===== src/scs_pkg.sv =====
package scs_pkg;

    localparam int COUNT_BITS_DEF = 16;
    localparam int TICK_BITS_DEF  = 32;

    localparam int S_TDATA_BITS = 64;
    localparam int M_TDATA_BITS = 88;
    localparam int PADDR_BITS   = 3;

    localparam logic [7:0] STOP_PAYLOAD     = 8'd100;
    localparam logic [5:0] REPORT_CODE_MASK = 6'h3F;

    typedef enum logic [2:0] {
        ACT_SINGLE  = 3'd0,
        ACT_BURST   = 3'd1,
        ACT_STOP    = 3'd2,
        ACT_RAW     = 3'd3,
        ACT_REPORT  = 3'd4,
        ACT_STORAGE = 3'd5
    } action_t;

    typedef enum logic [2:0] {
        RC_OK          = 3'd0,
        RC_NOT_ENABLED = 3'd1,
        RC_WRONG_STATE = 3'd2,
        RC_NO_STORAGE  = 3'd3,
        RC_NO_SPACE    = 3'd4,
        RC_UNKNOWN     = 3'd5,
        RC_BAD_REPORT  = 3'd6
    } result_code_t;

    typedef enum logic [2:0] {
        CMD_SINGLE  = 3'd0,
        CMD_BURST   = 3'd1,
        CMD_STOP    = 3'd2,
        CMD_RAW     = 3'd3,
        CMD_STORAGE = 3'd4
    } cmd_id_t;

    typedef enum logic [1:0] {
        ST_IDLE     = 2'd0,
        ST_SINGLE   = 2'd1,
        ST_BURST    = 2'd2,
        ST_STOPPING = 2'd3
    } cap_state_t;

    typedef enum logic [2:0] {
        ERR_NONE       = 3'd0,
        ERR_NO_STORAGE = 3'd1,
        ERR_NO_SPACE   = 3'd2,
        ERR_CAPTURE    = 3'd3,
        ERR_WRITE      = 3'd4,
        ERR_ENCODE     = 3'd5,
        ERR_CREATE     = 3'd6
    } error_t;

    localparam logic [5:0] REP_SINGLE_DONE  = 6'd1;
    localparam logic [5:0] REP_BURST_DONE   = 6'd2;
    localparam logic [5:0] REP_CAPTURE_FAIL = 6'd3;
    localparam logic [5:0] REP_CREATE_FAIL  = 6'd6;

    localparam logic [PADDR_BITS-3:0] REG_ENABLED = 1'b0;

    typedef struct packed {
        logic [2:0]  action;
        logic [7:0]  flags;
        logic [15:0] status_word;
        logic        storage_ready;
        logic        space_ok;
        logic [31:0] now_tick;
    } item_t;

    typedef struct packed {
        logic [2:0]  result_code;
        logic        cmd_valid;
        logic [2:0]  cmd_id;
        logic [7:0]  cmd_payload;
        logic        state_event;
        logic        picture_event;
        logic [15:0] picture_code;
        logic [1:0]  cap_state;
        logic [15:0] picture_count;
        logic [2:0]  err_latched;
        logic        raw_mode;
        logic [31:0] elapsed_ticks;
    } result_t;

endpackage


===== src/scs_cfg.sv =====
module scs_cfg (
    input  logic                              aclk,
    input  logic                              aresetn,
    input  logic                              psel,
    input  logic                              penable,
    input  logic                              pwrite,
    input  logic [scs_pkg::PADDR_BITS-1:0]    paddr,
    input  logic [31:0]                       pwdata,
    output logic [31:0]                       prdata,
    output logic                              pready,
    output logic                              enabled
);

    logic enabled_reg;
    logic enabled_next;
    logic sel_enabled;

    assign pready      = 1'b1;
    assign sel_enabled = (paddr[scs_pkg::PADDR_BITS-1:2] == scs_pkg::REG_ENABLED);

    always_comb begin
        enabled_next = enabled_reg;
        if (psel && penable && pwrite && pready && sel_enabled) begin
            enabled_next = pwdata[0];
        end
    end

    always_ff @(posedge aclk) begin
        if (!aresetn) begin
            enabled_reg <= 1'b0;
        end else begin
            enabled_reg <= enabled_next;
        end
    end

    assign prdata  = sel_enabled ? {31'd0, enabled_reg} : 32'd0;
    assign enabled = enabled_reg;

endmodule


===== src/scs_core.sv =====
module scs_core #(
    parameter int COUNT_BITS = scs_pkg::COUNT_BITS_DEF,
    parameter int TICK_BITS  = scs_pkg::TICK_BITS_DEF
) (
    input  logic             aclk,
    input  logic             aresetn,
    input  logic             enabled,
    input  logic             advance,
    input  scs_pkg::item_t   item,
    output scs_pkg::result_t result
);

    scs_pkg::cap_state_t   state_reg, state_next;
    logic [COUNT_BITS-1:0] count_reg, count_next;
    scs_pkg::error_t       err_reg, err_next;
    logic                  raw_reg, raw_next;
    logic                  storage_reg, storage_next;
    logic [TICK_BITS-1:0]  start_reg, start_next;

    logic [TICK_BITS+31:0]  now_ext;
    logic [TICK_BITS-1:0]   now_t;
    logic [TICK_BITS-1:0]   ticks;
    logic [TICK_BITS+31:0]  ticks_ext;
    logic [COUNT_BITS+15:0] count_ext;
    logic [5:0]             code;
    scs_pkg::result_code_t  rc;
    logic                   cv;
    scs_pkg::cmd_id_t       cid;
    logic [7:0]             cpl;
    logic                   start_err;

    assign now_ext = {{TICK_BITS{1'b0}}, item.now_tick};
    assign now_t   = now_ext[TICK_BITS-1:0];
    assign code    = item.status_word[5:0] & scs_pkg::REPORT_CODE_MASK;

    always_comb begin
        state_next   = state_reg;
        count_next   = count_reg;
        err_next     = err_reg;
        raw_next     = raw_reg;
        storage_next = storage_reg;
        start_next   = start_reg;
        rc           = scs_pkg::RC_OK;
        cv           = 1'b0;
        cid          = scs_pkg::CMD_SINGLE;
        cpl          = 8'd0;
        start_err    = 1'b0;
        if (item.action <= scs_pkg::ACT_RAW && !enabled) begin
            rc = scs_pkg::RC_NOT_ENABLED;
        end else begin
            unique case (item.action)
                scs_pkg::ACT_SINGLE, scs_pkg::ACT_BURST: begin
                    if (state_reg != scs_pkg::ST_IDLE) begin
                        rc = scs_pkg::RC_WRONG_STATE;
                    end else if (!storage_reg) begin
                        rc        = scs_pkg::RC_NO_STORAGE;
                        err_next  = scs_pkg::ERR_NO_STORAGE;
                        start_err = 1'b1;
                    end else if (!item.space_ok) begin
                        rc        = scs_pkg::RC_NO_SPACE;
                        err_next  = scs_pkg::ERR_NO_SPACE;
                        start_err = 1'b1;
                    end else begin
                        cv         = 1'b1;
                        count_next = '0;
                        err_next   = scs_pkg::ERR_NONE;
                        if (item.action == scs_pkg::ACT_BURST) begin
                            cid        = scs_pkg::CMD_BURST;
                            start_next = now_t;
                            state_next = scs_pkg::ST_BURST;
                        end else begin
                            cid        = scs_pkg::CMD_SINGLE;
                            state_next = scs_pkg::ST_SINGLE;
                        end
                    end
                end
                scs_pkg::ACT_STOP: begin
                    if (state_reg != scs_pkg::ST_BURST) begin
                        rc = scs_pkg::RC_WRONG_STATE;
                    end else begin
                        cv         = 1'b1;
                        cid        = scs_pkg::CMD_STOP;
                        cpl        = scs_pkg::STOP_PAYLOAD;
                        state_next = scs_pkg::ST_STOPPING;
                    end
                end
                scs_pkg::ACT_RAW: begin
                    if (state_reg != scs_pkg::ST_IDLE) begin
                        rc = scs_pkg::RC_WRONG_STATE;
                    end else begin
                        raw_next = (item.flags != 8'd0);
                        cv       = 1'b1;
                        cid      = scs_pkg::CMD_RAW;
                        cpl      = item.flags;
                    end
                end
                scs_pkg::ACT_REPORT: begin
                    if (code == scs_pkg::REP_SINGLE_DONE) begin
                        if (state_reg == scs_pkg::ST_IDLE) begin
                            rc = scs_pkg::RC_BAD_REPORT;
                        end else begin
                            if (count_reg != '1) begin
                                count_next = count_reg + 1'b1;
                            end
                            if (state_reg == scs_pkg::ST_SINGLE) begin
                                state_next = scs_pkg::ST_IDLE;
                            end
                        end
                    end else if (code == scs_pkg::REP_BURST_DONE) begin
                        if (state_reg == scs_pkg::ST_BURST
                                || state_reg == scs_pkg::ST_STOPPING) begin
                            state_next = scs_pkg::ST_IDLE;
                        end else begin
                            rc = scs_pkg::RC_BAD_REPORT;
                        end
                    end else if (code >= scs_pkg::REP_CAPTURE_FAIL
                            && code <= scs_pkg::REP_CREATE_FAIL) begin
                        err_next   = scs_pkg::error_t'(code[2:0]);
                        state_next = scs_pkg::ST_IDLE;
                    end else begin
                        rc = scs_pkg::RC_BAD_REPORT;
                    end
                end
                scs_pkg::ACT_STORAGE: begin
                    if (item.storage_ready != storage_reg) begin
                        storage_next = item.storage_ready;
                        cv           = 1'b1;
                        cid          = scs_pkg::CMD_STORAGE;
                        cpl          = {7'd0, item.storage_ready};
                    end
                end
                default: begin
                    rc = scs_pkg::RC_UNKNOWN;
                end
            endcase
        end
    end

    assign ticks = (state_next == scs_pkg::ST_BURST || state_next == scs_pkg::ST_STOPPING)
                   ? (now_t - start_next) : '0;
    assign ticks_ext = {32'd0, ticks};
    assign count_ext = {16'd0, count_next};

    always_comb begin
        result.result_code   = rc;
        result.cmd_valid     = cv;
        result.cmd_id        = cid;
        result.cmd_payload   = cpl;
        result.state_event   = start_err || (state_next != state_reg);
        result.picture_event = (count_next > count_reg);
        result.picture_code  = (count_next > count_reg) ? item.status_word : 16'd0;
        result.cap_state     = state_next;
        result.picture_count = count_ext[15:0];
        result.err_latched   = err_next;
        result.raw_mode      = raw_next;
        result.elapsed_ticks = ticks_ext[31:0];
    end

    always_ff @(posedge aclk) begin
        if (!aresetn) begin
            state_reg   <= scs_pkg::ST_IDLE;
            count_reg   <= '0;
            err_reg     <= scs_pkg::ERR_NONE;
            raw_reg     <= 1'b0;
            storage_reg <= 1'b0;
            start_reg   <= '0;
        end else if (advance) begin
            state_reg   <= state_next;
            count_reg   <= count_next;
            err_reg     <= err_next;
            raw_reg     <= raw_next;
            storage_reg <= storage_next;
            start_reg   <= start_next;
        end
    end

endmodule


===== src/still_capture_sequencer.sv =====
// A request is held in the input register, then its result in the result register.
// Throughput: one request per cycle while m_tready is high; the registers advance together.
// s_tready stays high while the result register is free or being drained.
// Reset: synchronous on aresetn low; capture state idle, counters, flags, error and
// burst start cleared, service disabled, both pipeline registers empty.
module still_capture_sequencer #(
    parameter int COUNT_BITS = scs_pkg::COUNT_BITS_DEF,
    parameter int TICK_BITS  = scs_pkg::TICK_BITS_DEF
) (
    input  logic                                aclk,
    input  logic                                aresetn,
    input  logic                                s_tvalid,
    output logic                                s_tready,
    // flags[7:0], status_word[23:8], storage_ready[24], space_ok[25], now_tick[57:26]
    input  logic [scs_pkg::S_TDATA_BITS-1:0]    s_tdata,
    // action[2:0]
    input  logic [2:0]                          s_tuser,
    output logic                                m_tvalid,
    input  logic                                m_tready,
    // result_code[2:0], cmd_valid[3], cmd_id[6:4], cmd_payload[14:7], state_event[15],
    // picture_event[16], picture_code[32:17], cap_state[34:33], picture_count[50:35],
    // err_latched[53:51], raw_mode[54], elapsed_ticks[86:55]
    output logic [scs_pkg::M_TDATA_BITS-1:0]    m_tdata,
    input  logic                                psel,
    input  logic                                penable,
    input  logic                                pwrite,
    input  logic [scs_pkg::PADDR_BITS-1:0]      paddr,
    input  logic [31:0]                         pwdata,
    output logic [31:0]                         prdata,
    output logic                                pready
);

    logic             enabled;
    logic             in_valid_reg, in_valid_next;
    scs_pkg::item_t   in_item_reg;
    logic             out_valid_reg, out_valid_next;
    scs_pkg::result_t out_result_reg;
    scs_pkg::result_t result;
    logic             advance;
    logic             s_fire;

    scs_cfg u_cfg (
        .aclk    (aclk),
        .aresetn (aresetn),
        .psel    (psel),
        .penable (penable),
        .pwrite  (pwrite),
        .paddr   (paddr),
        .pwdata  (pwdata),
        .prdata  (prdata),
        .pready  (pready),
        .enabled (enabled)
    );

    scs_core #(
        .COUNT_BITS (COUNT_BITS),
        .TICK_BITS  (TICK_BITS)
    ) u_core (
        .aclk    (aclk),
        .aresetn (aresetn),
        .enabled (enabled),
        .advance (advance),
        .item    (in_item_reg),
        .result  (result)
    );

    assign advance  = in_valid_reg && (!out_valid_reg || m_tready);
    assign s_tready = !in_valid_reg || advance;
    assign s_fire   = s_tvalid && s_tready;

    always_comb begin
        in_valid_next = in_valid_reg;
        if (s_fire) begin
            in_valid_next = 1'b1;
        end else if (advance) begin
            in_valid_next = 1'b0;
        end
        out_valid_next = out_valid_reg;
        if (advance) begin
            out_valid_next = 1'b1;
        end else if (m_tready) begin
            out_valid_next = 1'b0;
        end
    end

    always_ff @(posedge aclk) begin
        if (!aresetn) begin
            in_valid_reg  <= 1'b0;
            out_valid_reg <= 1'b0;
        end else begin
            in_valid_reg  <= in_valid_next;
            out_valid_reg <= out_valid_next;
        end
    end

    // hold payload on stall
    always_ff @(posedge aclk) begin
        if (s_fire) begin
            in_item_reg.action        <= s_tuser;
            in_item_reg.flags         <= s_tdata[7:0];
            in_item_reg.status_word   <= s_tdata[23:8];
            in_item_reg.storage_ready <= s_tdata[24];
            in_item_reg.space_ok      <= s_tdata[25];
            in_item_reg.now_tick      <= s_tdata[57:26];
        end
        if (advance) begin
            out_result_reg <= result;
        end
    end

    assign m_tvalid = out_valid_reg;
    assign m_tdata  = {1'b0,
                       out_result_reg.elapsed_ticks,
                       out_result_reg.raw_mode,
                       out_result_reg.err_latched,
                       out_result_reg.picture_count,
                       out_result_reg.cap_state,
                       out_result_reg.picture_code,
                       out_result_reg.picture_event,
                       out_result_reg.state_event,
                       out_result_reg.cmd_payload,
                       out_result_reg.cmd_id,
                       out_result_reg.cmd_valid,
                       out_result_reg.result_code};

endmodule

===== config.mk =====
export PLATFORM = sky130hd
export DESIGN_NAME = still_capture_sequencer
export DESIGN_NICKNAME = d
export VERILOG_FILES = /design/src/scs_pkg.sv /design/src/scs_cfg.sv /design/src/scs_core.sv /design/src/still_capture_sequencer.sv
export SDC_FILE = /design/constraint.sdc
export NUM_CORES = 1
export LEC_CHECK = 0
export BUFFER_PORTS_ARGS = -buffer_cell sky130_fd_sc_hd__buf_4
export CAP_MARGIN = 25
export CORE_ASPECT_RATIO = 1.4
export CORE_UTILIZATION = 59
export CTS_CLUSTER_DIAMETER = 40
export DETAILED_ROUTE_END_ITERATION = 10
export PLACE_DENSITY = 0.86
export SETUP_SLACK_MARGIN = 0.4
export SLEW_MARGIN = 20
export SYNTH_ARGS = -nofsm -noshare
export SYNTH_HDL_FRONTEND = slang
export SYNTH_SLANG_ARGS = --single-unit

===== constraint.sdc =====
create_clock -name aclk -period 8.8 [get_ports aclk]
set_input_delay 0.88 -clock aclk [delete_from_list [all_inputs] [get_ports aclk]]
set_output_delay 0.88 -clock aclk [all_outputs]
set_load 0.02 [all_outputs]

Yosys cells after proc, flatten, opt, wreduce, memory -nomap -nowiden. Index checks and enable logic that the tools add are counted. Widths: inputs -> output; s select.

Magnitude comparators: 4. Eq/ne operators: 16. Multiplexer cells: 78. Bitwise logic cells: 2. Reduce and logical (&&, ||, !) cells: 23. Add/sub/neg operators: 2.

Operator list (number): $mux 32 (6); $mux 16 (7); $mux 3 (18); $mux 2 (17); $pmux 16 s2 (1); $sub 32x32->32 (1); $pmux 8 s3 (1); $mux 1 (21); $add 16x1->16 const B (1); $gt 16x16->1 (1); $ne 16x16->1 const B (1); $pmux 3 s5 (1); $pmux 3 s4 (1); $eq 2x2->1 const B (4); $mux 8 (1); $reduce_bool 8->1 (1); $logic_and 1x1->1 (7); $mux 7 (1); $eq 3x2->1 const B (2); $eq 3x3->1 const B (2); $eq 6x1->1 const B (1); $eq 6x2->1 const B (1); $ge 6x2->1 const B (1); $le 6x3->1 const B (1); other kinds (17) (26).

Input port bits: 109. Flip-flop bits (word level): 206. Output and inout port bits: 123. Logic and storage cells: 152.

Longest topological paths before layout. Gate-level depths: netlist of run 1.

Word-level depth: 9. Depth in mapped cells: 18. Depth with buffers taken out: 16.

Cells and area by module. Synthesis of run 1 repeated with hierarchy kept, for this count alone.

Cell total of the unflattened synthesis: 1030. Area total of the unflattened synthesis: 10847.9 um2.

Modules (own cells, without submodules): scs_core (cells an instance 831, times used 1, sequential area each 1101.1 um2, area each 5973.2 um2); still_capture_sequencer (cells an instance 159, times used 1, sequential area each 4484.3 um2, area each 4559.4 um2); scs_cfg (cells an instance 40, times used 1, sequential area each 20.0 um2, area each 315.3 um2).

Least setup slack after synthesis of run 1. Ideal clock, no wire load.

Kind: input port to flip-flop. Start point: input port m_tready. End point: register out_result_reg (netlist bit m_tdata[0]) (enable). Data arrival time: 3.737 ns. Data required time: 8.315 ns. Cell stages on the path: 4. Slack: 4.578 ns. Path buffers: 1. Path through: nor2b_1 nand2b_1 inv_1 clkbuf_1.

Longest elaborated chain between the ends: 2.

Ends and longest elaborated chain: start, declared (line still_capture_sequencer.sv:19) `input logic m_tready,`; $logic_or 1x1->1 (line still_capture_sequencer.sv:67) `assign advance = in_valid_reg && (!out_valid_reg || m_tready);`; $logic_and 1x1->1 (line still_capture_sequencer.sv:67); named net advance (line still_capture_sequencer.sv:39) `logic advance;`; end signal, assigned (line still_capture_sequencer.sv:107) `out_result_reg <= result;`; end, declared (line still_capture_sequencer.sv:37) `scs_pkg::result_t out_result_reg;`.

The timed path passes the listed nets, and every way through them passes these cells. A chain may end at the register's enable or synchronous reset.

Worst setup path in the final report of run 1.
Start point: register in_item_reg[60] in the netlist's numbering. End point: register out_result_reg (netlist bit m_tdata[85]), data pin.

RTL lines: start, declared (line still_capture_sequencer.sv:35) `scs_pkg::item_t in_item_reg;`; $eq 3x1->1 (line scs_core.sv:51, scs_core.sv:67); $mux 32 (line scs_core.sv:67) `if (item.action == scs_pkg::ACT_BURST) begin`; $mux 32 (line scs_core.sv:59) `end else if (!item.space_ok) begin`; $mux 32 (line scs_core.sv:55) `end else if (!storage_reg) begin`; $mux 32 (line scs_core.sv:53) `if (state_reg != scs_pkg::ST_IDLE) begin`; $mux 32 (line scs_core.sv:51) `unique case (item.action)`; $mux 32 (*) (line scs_core.sv:48) `if (item.action <= scs_pkg::ACT_RAW && !enabled) begin`; named net u_core.start_next[0] (line scs_core.sv:18) `logic [TICK_BITS-1:0] start_reg, start_next;`; $sub 32x32->32 (*) (line scs_core.sv:140) `? (now_t - start_next) : '0;`.

Mark *: on every way through the listed nets, which the timed path passes. The rest lies on a longest branch.

==> results by group, run 1 <==
Status
  • Status: complete, no violations

Power and ir drop
  • Pleak: 4.737 nW
  • Pwr Total: 0.002235 W
  • Clock power share: 39.6%
  • Psw: 0.0005442 W
  • Cell internal pwr: 0.001690 W
  • Sequential Power Share: 49.7%
  • Pwr/cell area: 177.5 nW/µm²
  • Combinational group share of total power: 10.7%
  • Switching part of the total: 24.35%
  • Worst vdd ir: 0.0001593 V

STA
  • Unrepaired setup endpoints after global routing: false
  • Final Skew: 0.008506 ns
  • Final hold viol count: 0
  • Slew margin rel.: 26.85%
  • Final setup viols: 0
  • Fin. max-slew vios: 0
  • Hold slack final: 0.4545 ns
  • Fmax: 194.4 MHz
  • Tmin final: 5.143 ns
  • Total Neg Setup Slack: 0 ns
  • Crit share post-route: 58.45%
  • Worst Max-Slew Pin Slew: 1.083 ns

Yosys
  • Yosys top cell area share: 41.70%
  • Mapped cell area: 10660 µm²
  • Prevailing post-synth register cell: edfxtp_1
  • Yosys reg bits: 206
  • Syn avg cell area: 10.37 µm²
  • Post-synth EDFFs: 148
  • Most common cell in the netlist: edfxtp_1
  • Syn. warnings: 0
  • Share of the yosys chip area belonging to registers: 52.59%
  • Synth top cells by count: edfxtp_1, nand2_1, nor2_1
  • Synth unique cells: 69
  • Synth top area cells: edfxtp_1, dfxtp_1, ha_1
  • Post-synthesis cell count: 1028
  • Synth async-reset ratio: 0%
  • Yosys top cell by area: edfxtp_1

Worst setup path
  • Worst path buffer plus inverter count: 2
  • Most common cell on crit path: a21oi_1
  • Crit path largest cell delay: 0.94 ns
  • CP Class: reg2reg
  • Req. time, crit path: 9.05 ns
  • WP depth: 15
  • Worst Path Arrival: 5.39 ns
  • Path depth of the worst reg2reg path: 15
  • CP Cell Sequence: nand2b_1, nor3_1, and4_2, buf_4, mux2_2, ha_1, inv_1, fa_1, a211o_1, a21oi_1, a21oi_1, o21ai_0, o41ai_1, a21oi_1, mux2i_1
  • Worst path slowest cell: o41ai_1
  • Crit Path Max Fanout: 37
  • Worst setup SP type: flip-flop
  • R2R Setup Slk: 3.66 ns
  • Crit path max-delay family: compound AO/OA/AOI/OAI gates
  • CP endpoint kind: flip-flop

GRT
  • Global Route Usage Sum: 25.18%
  • Largest net degree at the start of global routing: 78
  • Gr ovfl total: 0
  • Initial antenna violation count: 0
  • First-pass GRT wire length: 37080 µm
  • Number of global-route vias before repair: 7965

Finish
  • Area grow syn2layout: 18.15%
  • Nets: 1330
  • Max reg flops: 87
  • Fraction of layout cells with a size suffix above 1: 18.11%
  • ANT cells: 0
  • Core Util, Final: 71.77%
  • Final instance area: 12590 µm²

Drt
  • Drt pass-1 iters: 6
  • Vias per inst: 5.771
  • ANT nets after route: 0
  • DRT iter0 DRCs: 600
  • WL final: 23430 µm
  • Post-route DRC: 0
  • Routed vias: 8212
  • Wire length per cell: 16.47 µm

Floorplan
  • Die area: 18610 µm²
  • Core area: 17540 µm²
  • Core Rows: 57
  • Die width: 115.6 µm
  • Die Height: 161.0 µm
  • Starting density of the core: 60.75%
  • I/O pin total: 232

Clock network
  • Cts hold-fix bufs: 0
  • TritonCTS clock tree: done
  • CTS max path bufs: 3
  • CTS sink count: 206
  • H-tree lvl count: 1
  • Clock transition at path regs: 0.06 ns
  • Worst-Skew Late Latency: 0.50 ns
  • Cts repair resizes: 0
  • CTS Buf Count: 23
  • Buffer count from post-CTS setup fixing: 0
  • Root buffer cell: clkbuf_16

Hold path
  • Hold Path Class: reg2reg
  • Worst Hold Path Cells: 2

Placement
  • # port buffers: 159
  • Detailed Place HPWL: 16350 µm
  • Routability cong.: 0.9137
  • Cell Area, Placed: 11880 µm²

Job
  • Max-cap violations: 0
area by class of cell:
class	instances	area [µm²]
timing repair buffer	167	1254
tap	236	295.3
multi-input combinational	740	4609
inverter	33	126.4
clock inverter	16	118.9
clock buffer	25	583.1
sequential	206	5605
fill	1256	4952
layout by cell type, fill, tap and decap left out, types with 33 or more instances in the layout:
master    Yosys  final
a21oi_1      83     82
buf_4        33    167
conb_1        2     33
dfxtp_1      58     58
edfxtp_1    148    148
ha_1         49     49
mux2i_1      36     36
nand2_1     116    116
nor2_1       84     84
o21ai_0      52     52
final timing paths:
check | start | to
setup / recovery | in_item_reg[60]$_DFFE_PP_ | m_tdata[85]$_SDFFCE_PN0P_
hold / removal | u_core.start_reg[0]$_SDFFE_PN0P_ | u_core.start_reg[0]$_SDFFE_PN0P_
setup reg to reg | in_item_reg[60]$_DFFE_PP_ | m_tdata[85]$_SDFFCE_PN0P_
hold reg to reg | u_core.start_reg[0]$_SDFFE_PN0P_ | u_core.start_reg[0]$_SDFFE_PN0P_
stage by stage:
step / worst slack [ns] / instances
after floorplan: 4.578 / 1059
after global placement: 3.890 / 1382
after detailed placement: 3.826 / 1382
after CTS: 3.804 / 1423
after global routing: 3.444 / 1423
final: 3.657 / 1423
power by group through the flow:
stage	logic [W]	registers [W]	clock network, W
2_1_floorplan	0.000142	0.00115	0
5_1_grt	0.000260	0.00111	0.000939
6_report	0.000240	0.00111	0.000885
3_5_place_dp	0.000237	0.00113	0
4_1_cts	0.000239	0.00111	0.000901
3_3_place_gp	0.000232	0.00113	0
metal layers:
metal	wire, µm	GRT usage [%]	up-vias
li1	-	-	3982
met1	8560	26.83	3871
met2	12910	48.26	303
met3	1376	4.315	56
met4	582	9.445	0
met5	0	0	-
cell families (layout without fill, tap and decap cells):
kind of cell,after synthesis,after routing,share of synthesized area [%]
AOI/OAI and AO/OA,267,267,16.06
and+or+nand+nor,330,330,14.58
muxes,37,37,3.487
DFF,206,206,52.59
buffers and inverters,113,241,5.377
other,2,33,0.07047
adders and majority gates,50,50,5.940
xor gates and xnor gates,23,23,1.890
tightest hold or removal path: stages, from the launching register on:
cell     delay (ns)
dfxtp_1        0.31
nand2_1        0.05
a21oi_1        0.05
Note: power is estimated with default switching activity, not from simulation.
==> inputs of run 2 (changes only) <==
Settings changed: CORE_UTILIZATION 59 to 55, PLACE_DENSITY 0.86 to 0.81.
Clock period 8.8 ns to 5.35 ns, I/O delays scaled along.
==> run 2 against run 1 <==
  * First-iteration DRC count fell by 3.8%
  * Sequential cell count unchanged
  * Worst hold slack worse by 0.26 ns
  * Total power up 79%
  * Critical path type unchanged
  * Routed wire length rose by 1.9%
==> results by group, run 2 (synthesis gave the netlist of run 1 again) <==
Drt
  • WL final: 23880 µm (+1.9%)
  • Routed vias: 8244 (+0.39%)
  • Post-route DRC: 0 (unchanged)
  • Vias per inst: 5.709 (-1.1%)
  • ANT nets after route: 0 (unchanged)
  • Drt pass-1 iters: 5 (-1)
  • Wire length per cell: 16.54 µm (+0.44%)
  • DRT iter0 DRCs: 577 (-3.8%)

Finish
  • Filler Cell Count: 1451 (+16%)
  • ANT cells: 0 (unchanged)
  • Most frequent cells in the layout: buf_4, edfxtp_1, nand2_1, nor2_1, a21oi_1
  • Area grow syn2layout: 20.51%
  • Fraction of layout cells with a size suffix above 1: 19.33% (+1.2 points)
  • Final instance area: 12840 µm² (+2.0%)
  • Commonest non-fill, non-tap cell in the layout: buf_4
  • Final Non-Filler Cells: 1444 (+1.5%)
  • Max reg flops: 87 (unchanged)
  • Nets: 1340 (+0.75%)

Job
  • Max-cap violations: 0 (unchanged)

Clock network
  • Worst-Skew Late Latency: 0.52 ns (+0.02 ns)
  • CTS sink count: 206 (unchanged)
  • CTS max path bufs: 3 (unchanged)
  • Clock transition at path regs: 0.06 ns (about the same)
  • H-tree lvl count: 1 (unchanged)
  • CTS Buf Count: 25 (+8.7%)
  • Root buffer cell: clkbuf_16
  • TritonCTS clock tree: done

Hold path
  • Worst Hold Path Cells: 1 (-1)
  • Hold Path Class: in2reg

Worst setup path
  • CP endpoint kind: flip-flop
  • Req. time, crit path: 5.61 ns (-3.44 ns)
  • Worst setup SP type: flip-flop
  • CP Class: reg2reg
  • Crit Path Max Fanout: 10 (-73%)
  • Path depth of the worst reg2reg path: 14 (-1)
  • Worst Path Arrival: 4.68 ns (-0.71 ns)

Floorplan
  • Core Rows: 59 (+3.5%)
  • Starting density of the core: 56.84% (-3.9 points)
  • Die width: 119.7 µm (+3.5%)
  • I/O pin total: 232 (unchanged)
  • Die Height: 166.7 µm (+3.5%)
  • Die area: 19950 µm² (+7.2%)
  • Core area: 18750 µm² (+6.9%)

Placement
  • DP Cell Count: 1396 (+1.0%)
  • Place WS: 0.7629 ns (-3.063 ns)
  • Cell Area, Placed: 11940 µm² (+0.46%)
  • # port buffers: 159 (unchanged)
  • Detailed Place HPWL: 16520 µm (+1.0%)
  • Routability cong.: 0.9276 (+1.5%)

STA
  • Final hold viol count: 0 (unchanged)
  • Tmin final: 4.420 ns (-0.7228 ns)
  • Fin. max-slew vios: 0 (unchanged)
  • Final setup viols: 0 (unchanged)
  • Total Neg Setup Slack: 0 ns (unchanged)
  • Crit share post-route: 82.63% (+24 points)
  • Final Skew: 0.01393 ns (+0.005423 ns)
  • Slew margin rel.: 42.04% (+15 points)
  • Worst setup margin: 0.9296 ns (-2.727 ns)
  • Worst Max-Slew Pin Slew: 0.8694 ns (-0.2137 ns)
  • Fmax: 226.2 MHz (+16%)
  • Unrepaired setup endpoints after global routing: false

Power and ir drop
  • Pleak: 4.870 nW (+2.8%)
  • Worst vdd ir: 0.0002606 V (+64%)
  • Pwr/cell area: 311.8 nW/µm² (+76%)

GRT
  • Gr ovfl total: 0 (unchanged)
  • Number of global-route vias before repair: 7924 (-0.51%)
  • Global Route Usage Sum: 23.71% (-1.5 points)
  • Largest net degree at the start of global routing: 62 (-21%)
  • Initial antenna violation count: 0 (unchanged)
  • First-pass GRT wire length: 38090 µm (+2.7%)

Status
  • Status: complete, no violations
[run 2: cell count changes in the layout (fill, tap and decap cells not counted), sizes merged]
cell      change
clkinv        -7
buf           +6
clkbuf        +7
bufinv        +3
clkinvlp      -1
inv           +5
[run 2: worst max-delay path: stages (launching register included)]
cell and delay (ns):
dfxtp_1 0.42, or2_2 0.38, nor3_1 0.26, and4_2 0.45, buf_4 0.28, mux2i_1 0.32
ha_1 0.25, and2_1 0.21, o311ai_0 0.13, a21oi_1 0.34, o21ai_0 0.13, buf_4 0.18
o41ai_2 0.48, a21oi_1 0.18, mux2i_1 0.14
[run 2: metrics by stage]
stage               hold slack [ns]  util, %  power (W)
floorplan                    0.4338        -   0.002123
global placement             0.4403    63.67   0.002242
detailed placement           0.4468    63.67   0.002252
global route                 0.1733    68.50   0.004132
CTS                          0.1738    68.39   0.004031
finish                       0.1897    68.50   0.004005
[run 2: final cells by class]
cell class	count	area (µm²)	share of cell area, %
multi-input combinational	740	4609	35.89
clock inverter	16	221.5	1.724
timing repair buffer	175	1311	10.21
sequential	206	5605	43.64
tap	244	305.3	2.377
clock buffer	30	664.4	5.173
inverter	33	126.4	0.9839
[run 2: final timing paths]
kind | startpoint | to | slack (ns)
hold / removal | s_tdata[35] | in_item_reg[9]$_DFFE_PP_ | 0.19
setup reg to reg | u_core.state_reg[1]$_SDFFE_PN0P_ | m_tdata[85]$_SDFFCE_PN0P_ | 0.93
hold reg to reg | u_core.start_reg[26]$_SDFFE_PN0P_ | u_core.start_reg[26]$_SDFFE_PN0P_ | 0.45
setup / recovery | u_core.state_reg[1]$_SDFFE_PN0P_ | m_tdata[85]$_SDFFCE_PN0P_ | 0.93
[run 2: what timing repair did]
item                       CTS  global route
hold buffers                 0             0
setup endpoints to repair    0             1
setup buffers                0             0
resized for setup            0             1
[run 2: power by group]
group | leakage (nW) | internal, W | switching [W]
combinational | 2.56 | 0.000158 | 0.000242
clock | 0.429 | 0.00110 | 0.000681
sequential | 1.88 | 0.00179 | 0.0000390
total | 4.87 | 0.00304 | 0.000962
[run 2: routing by layer]
layer	track usage, %	wire length [µm]	up-vias
met4	10.05	880	0
met1	25.83	8908	3873
met2	44.61	12760	288
met3	3.870	1332	73
li1	-	-	4010
met5	0	0	-
==> inputs of run 3 (changes only) <==
Settings changed: CORE_UTILIZATION 55 to 50, PLACE_DENSITY 0.81 to 0.77.
Clock period 5.35 ns to 3.61 ns, I/O delays scaled along.
==> run 3 against run 2 <==
  * The run now ends with design-rule violations, negative setup slack left
  * Sequential share of layout area fell by 7.3 points
  * Register-to-register slack got worse by 1.1 ns
  * Die area rose by 9.9%
  * Via count rose by 16%
  * First-iteration DRC count rose by 13%
  * Combinational power rose by 120%
  * Sequential power rose by 48%
  * Largest power group is now the clock network
  * Highest routed layer unchanged
==> results by group, run 3 (synthesis gave the netlist of run 1 again) <==
Status
  • Status: finished with violations
  • Failing checks: design-rule violations, negative setup slack

Floorplan
  • Core Rows: 62 (+5.1%)
  • Die Height: 174.7 µm (+4.8%)
  • Starting density of the core: 51.46% (-5.4 points)
  • Die area: 21910 µm² (+9.9%)
  • I/O pin total: 232 (unchanged)
  • Core area: 20710 µm² (+10%)
  • Die width: 125.4 µm (+4.8%)

STA
  • Slew margin rel.: 55.76% (+14 points)
  • Final setup viols: 17 (+17)
  • Fin. max-slew vios: 0 (unchanged)
  • Total Neg Setup Slack: -2.587 ns (-2.587 ns)
  • Worst setup margin: -0.1790 ns (-1.109 ns)
  • Worst Max-Slew Pin Slew: 0.6636 ns (-0.2057 ns)
  • Fmax: 263.9 MHz (+17%)
  • Unrepaired setup endpoints after global routing: true
  • Crit share post-route: 105.0% (+22 points)
  • Final hold viol count: 0 (unchanged)
  • Final Skew: 0.01647 ns (+0.002545 ns)
  • Tmin final: 3.789 ns (-0.6315 ns)

Worst setup path
  • Crit path max-delay family: simple AND/OR/NAND/NOR gates
  • Worst Path Arrival: 4.08 ns (-0.60 ns)
  • Crit path largest cell delay: 0.49 ns (about the same)
  • Worst path slowest cell: or4_4
  • CP endpoint kind: flip-flop
  • CP Class: reg2reg
  • Crit Path Max Fanout: 17 (+7)
  • CP Cell Sequence: or3_4, or4_4, a2111oi_4, and3_1, nor2_1, o21ai_2, o31ai_1, ha_1, a21o_1, a21o_1, a21oi_2, o21ai_2, a21oi_2, a41oi_2, buf_12, and2_1
  • Worst path buffer plus inverter count: 1 (-1)
  • Req. time, crit path: 3.90 ns (-1.71 ns)
  • Worst setup SP type: flip-flop

GRT
  • Global Route Usage Sum: 25.66% (+2.0 points)
  • First-pass GRT wire length: 45040 µm (+18%)
  • Gr ovfl total: 0 (unchanged)
  • Largest net degree at the start of global routing: 44 (-29%)
  • Initial antenna violation count: 0 (unchanged)
  • Number of global-route vias before repair: 9339 (+18%)

Finish
  • Fraction of layout cells with a size suffix above 1: 34.22% (+15 points)
  • Final Non-Filler Cells: 1653 (+14%)
  • Most frequent cells in the layout: buf_4, edfxtp_1, nand2_1, nor2_1, a21oi_1
  • Commonest non-fill, non-tap cell in the layout: buf_4
  • FF+latch area: 5609 µm² (about the same)
  • Nets: 1536 (+15%)
  • Footprint of the multi-input gates: 5321 µm² (+15%)
  • Filler Cell Count: 1248 (-14%)
  • Area grow syn2layout: 44.65%
  • ANT cells: 0 (unchanged)
  • Max reg flops: 87 (unchanged)

Clock network
  • H-tree lvl count: 1 (unchanged)
  • CTS Buf Count: 26 (+4.0%)
  • CTS sink count: 206 (unchanged)
  • Worst-Skew Late Latency: 0.54 ns (+0.02 ns)
  • CTS max path bufs: 3 (unchanged)
  • Root buffer cell: clkbuf_16
  • Clock transition at path regs: 0.06 ns (about the same)
  • TritonCTS clock tree: done

Placement
  • Routability cong.: 0.9035 (-2.6%)
  • DP Cell Count: 1507 (+8.0%)
  • # port buffers: 159 (unchanged)
  • Detailed Place HPWL: 18800 µm (+14%)

Hold path
  • Hold Path Class: in2reg

Drt
  • WL final: 31260 µm (+31%)
  • ANT nets after route: 0 (unchanged)
  • Drt pass-1 iters: 11 (+6)
  • Post-route DRC: 6 (+6)
  • Vias per inst: 5.808 (+1.7%)
  • Wire length per cell: 18.91 µm (+14%)
  • Routed vias: 9601 (+16%)
  • DRT iter0 DRCs: 650 (+13%)

Power and ir drop
  • Pwr/cell area: 415.3 nW/µm² (+33%)
  • Pleak: 6.041 nW (+24%)
  • Worst vdd ir: 0.0004441 V (+70%)

Job
  • Max-cap violations: 0 (unchanged)
[run 3: worst register-to-register path: cells and delay by family, from the launching register on]
family,cells,cell delay (ns)
simple gates,5,1.36
buf+inv,1,0.18
flops,1,0.41
compound gates,9,1.28
fa+ha+maj,1,0.31
[run 3: metrics by stage]
stage | worst slack [ns] | power [W] | util, % | hold WS (ns) | instance area (µm²)
floorplan | -0.07429 | 0.003176 | - | 0.4357 | 11060
global placement | -0.1836 | 0.003407 | 62.60 | 0.4406 | 12960
detailed placement | -0.2345 | 0.003421 | 62.60 | 0.4458 | 12960
CTS | -0.1346 | 0.006316 | 71.78 | 0.00006087 | 14870
global route | -0.3055 | 0.006583 | 74.43 | 0.001749 | 15420
finish | -0.1790 | 0.006402 | 74.43 | 0.009822 | 15420
[run 3: final cells by class]
cell class                      instances  area share (%)
Timing Repair Buffer                  370           19.98
Tap cell                              256           2.078
Clock inverter                         17           1.672
Clock buffer                           31           4.545
Sequential cell                       206           36.39
Inverter                               33          0.8197
Multi-Input combinational cell        740           34.52
[run 3: path summary, 6_finish.rpt]
path | slack [ns] | cells past startpoint | endpoint | start
max | -0.18 | 16 | m_tdata[27]$_SDFFCE_PP0P_ | in_item_reg[37]$_DFFE_PP_
min | 0.01 | 1 | in_item_reg[55]$_DFFE_PP_ | s_tdata[5]
max reg2reg | -0.18 | 16 | m_tdata[27]$_SDFFCE_PP0P_ | in_item_reg[37]$_DFFE_PP_
min reg2reg | 0.45 | 2 | u_core.start_reg[23]$_SDFFE_PN0P_ | u_core.start_reg[23]$_SDFFE_PN0P_
[run 3: what timing repair did]
| item | in CTS | in global routing |
|---|---|---|
| setup buffers | 21 | 23 |
| hold endpoints to repair | 48 | 5 |
| gates cloned | 1 | 0 |
| setup endpoints to repair | 42 | 42 |
| pin swaps | 22 | 53 |
| hold buffers | 48 | 5 |
| resized for setup | 65 | 70 |
[run 3: where the power goes]
group	switching, W	total [W]	internal (W)
registers	0.0000529	0.00270	0.00265
clock network	0.00106	0.00284	0.00177
logic	0.000482	0.000867	0.000385
total	0.00160	0.00640	0.00480
[run 3: metal layers]
layer | up-vias | part of all wire (%) | track usage [%]
li1 | 4417 | - | -
met1 | 4635 | 34 | 26.19
met2 | 423 | 56 | 50.65
met3 | 126 | 5.4 | 3.797
met4 | 0 | 4.4 | 11.84
met5 | - | 0 | 0
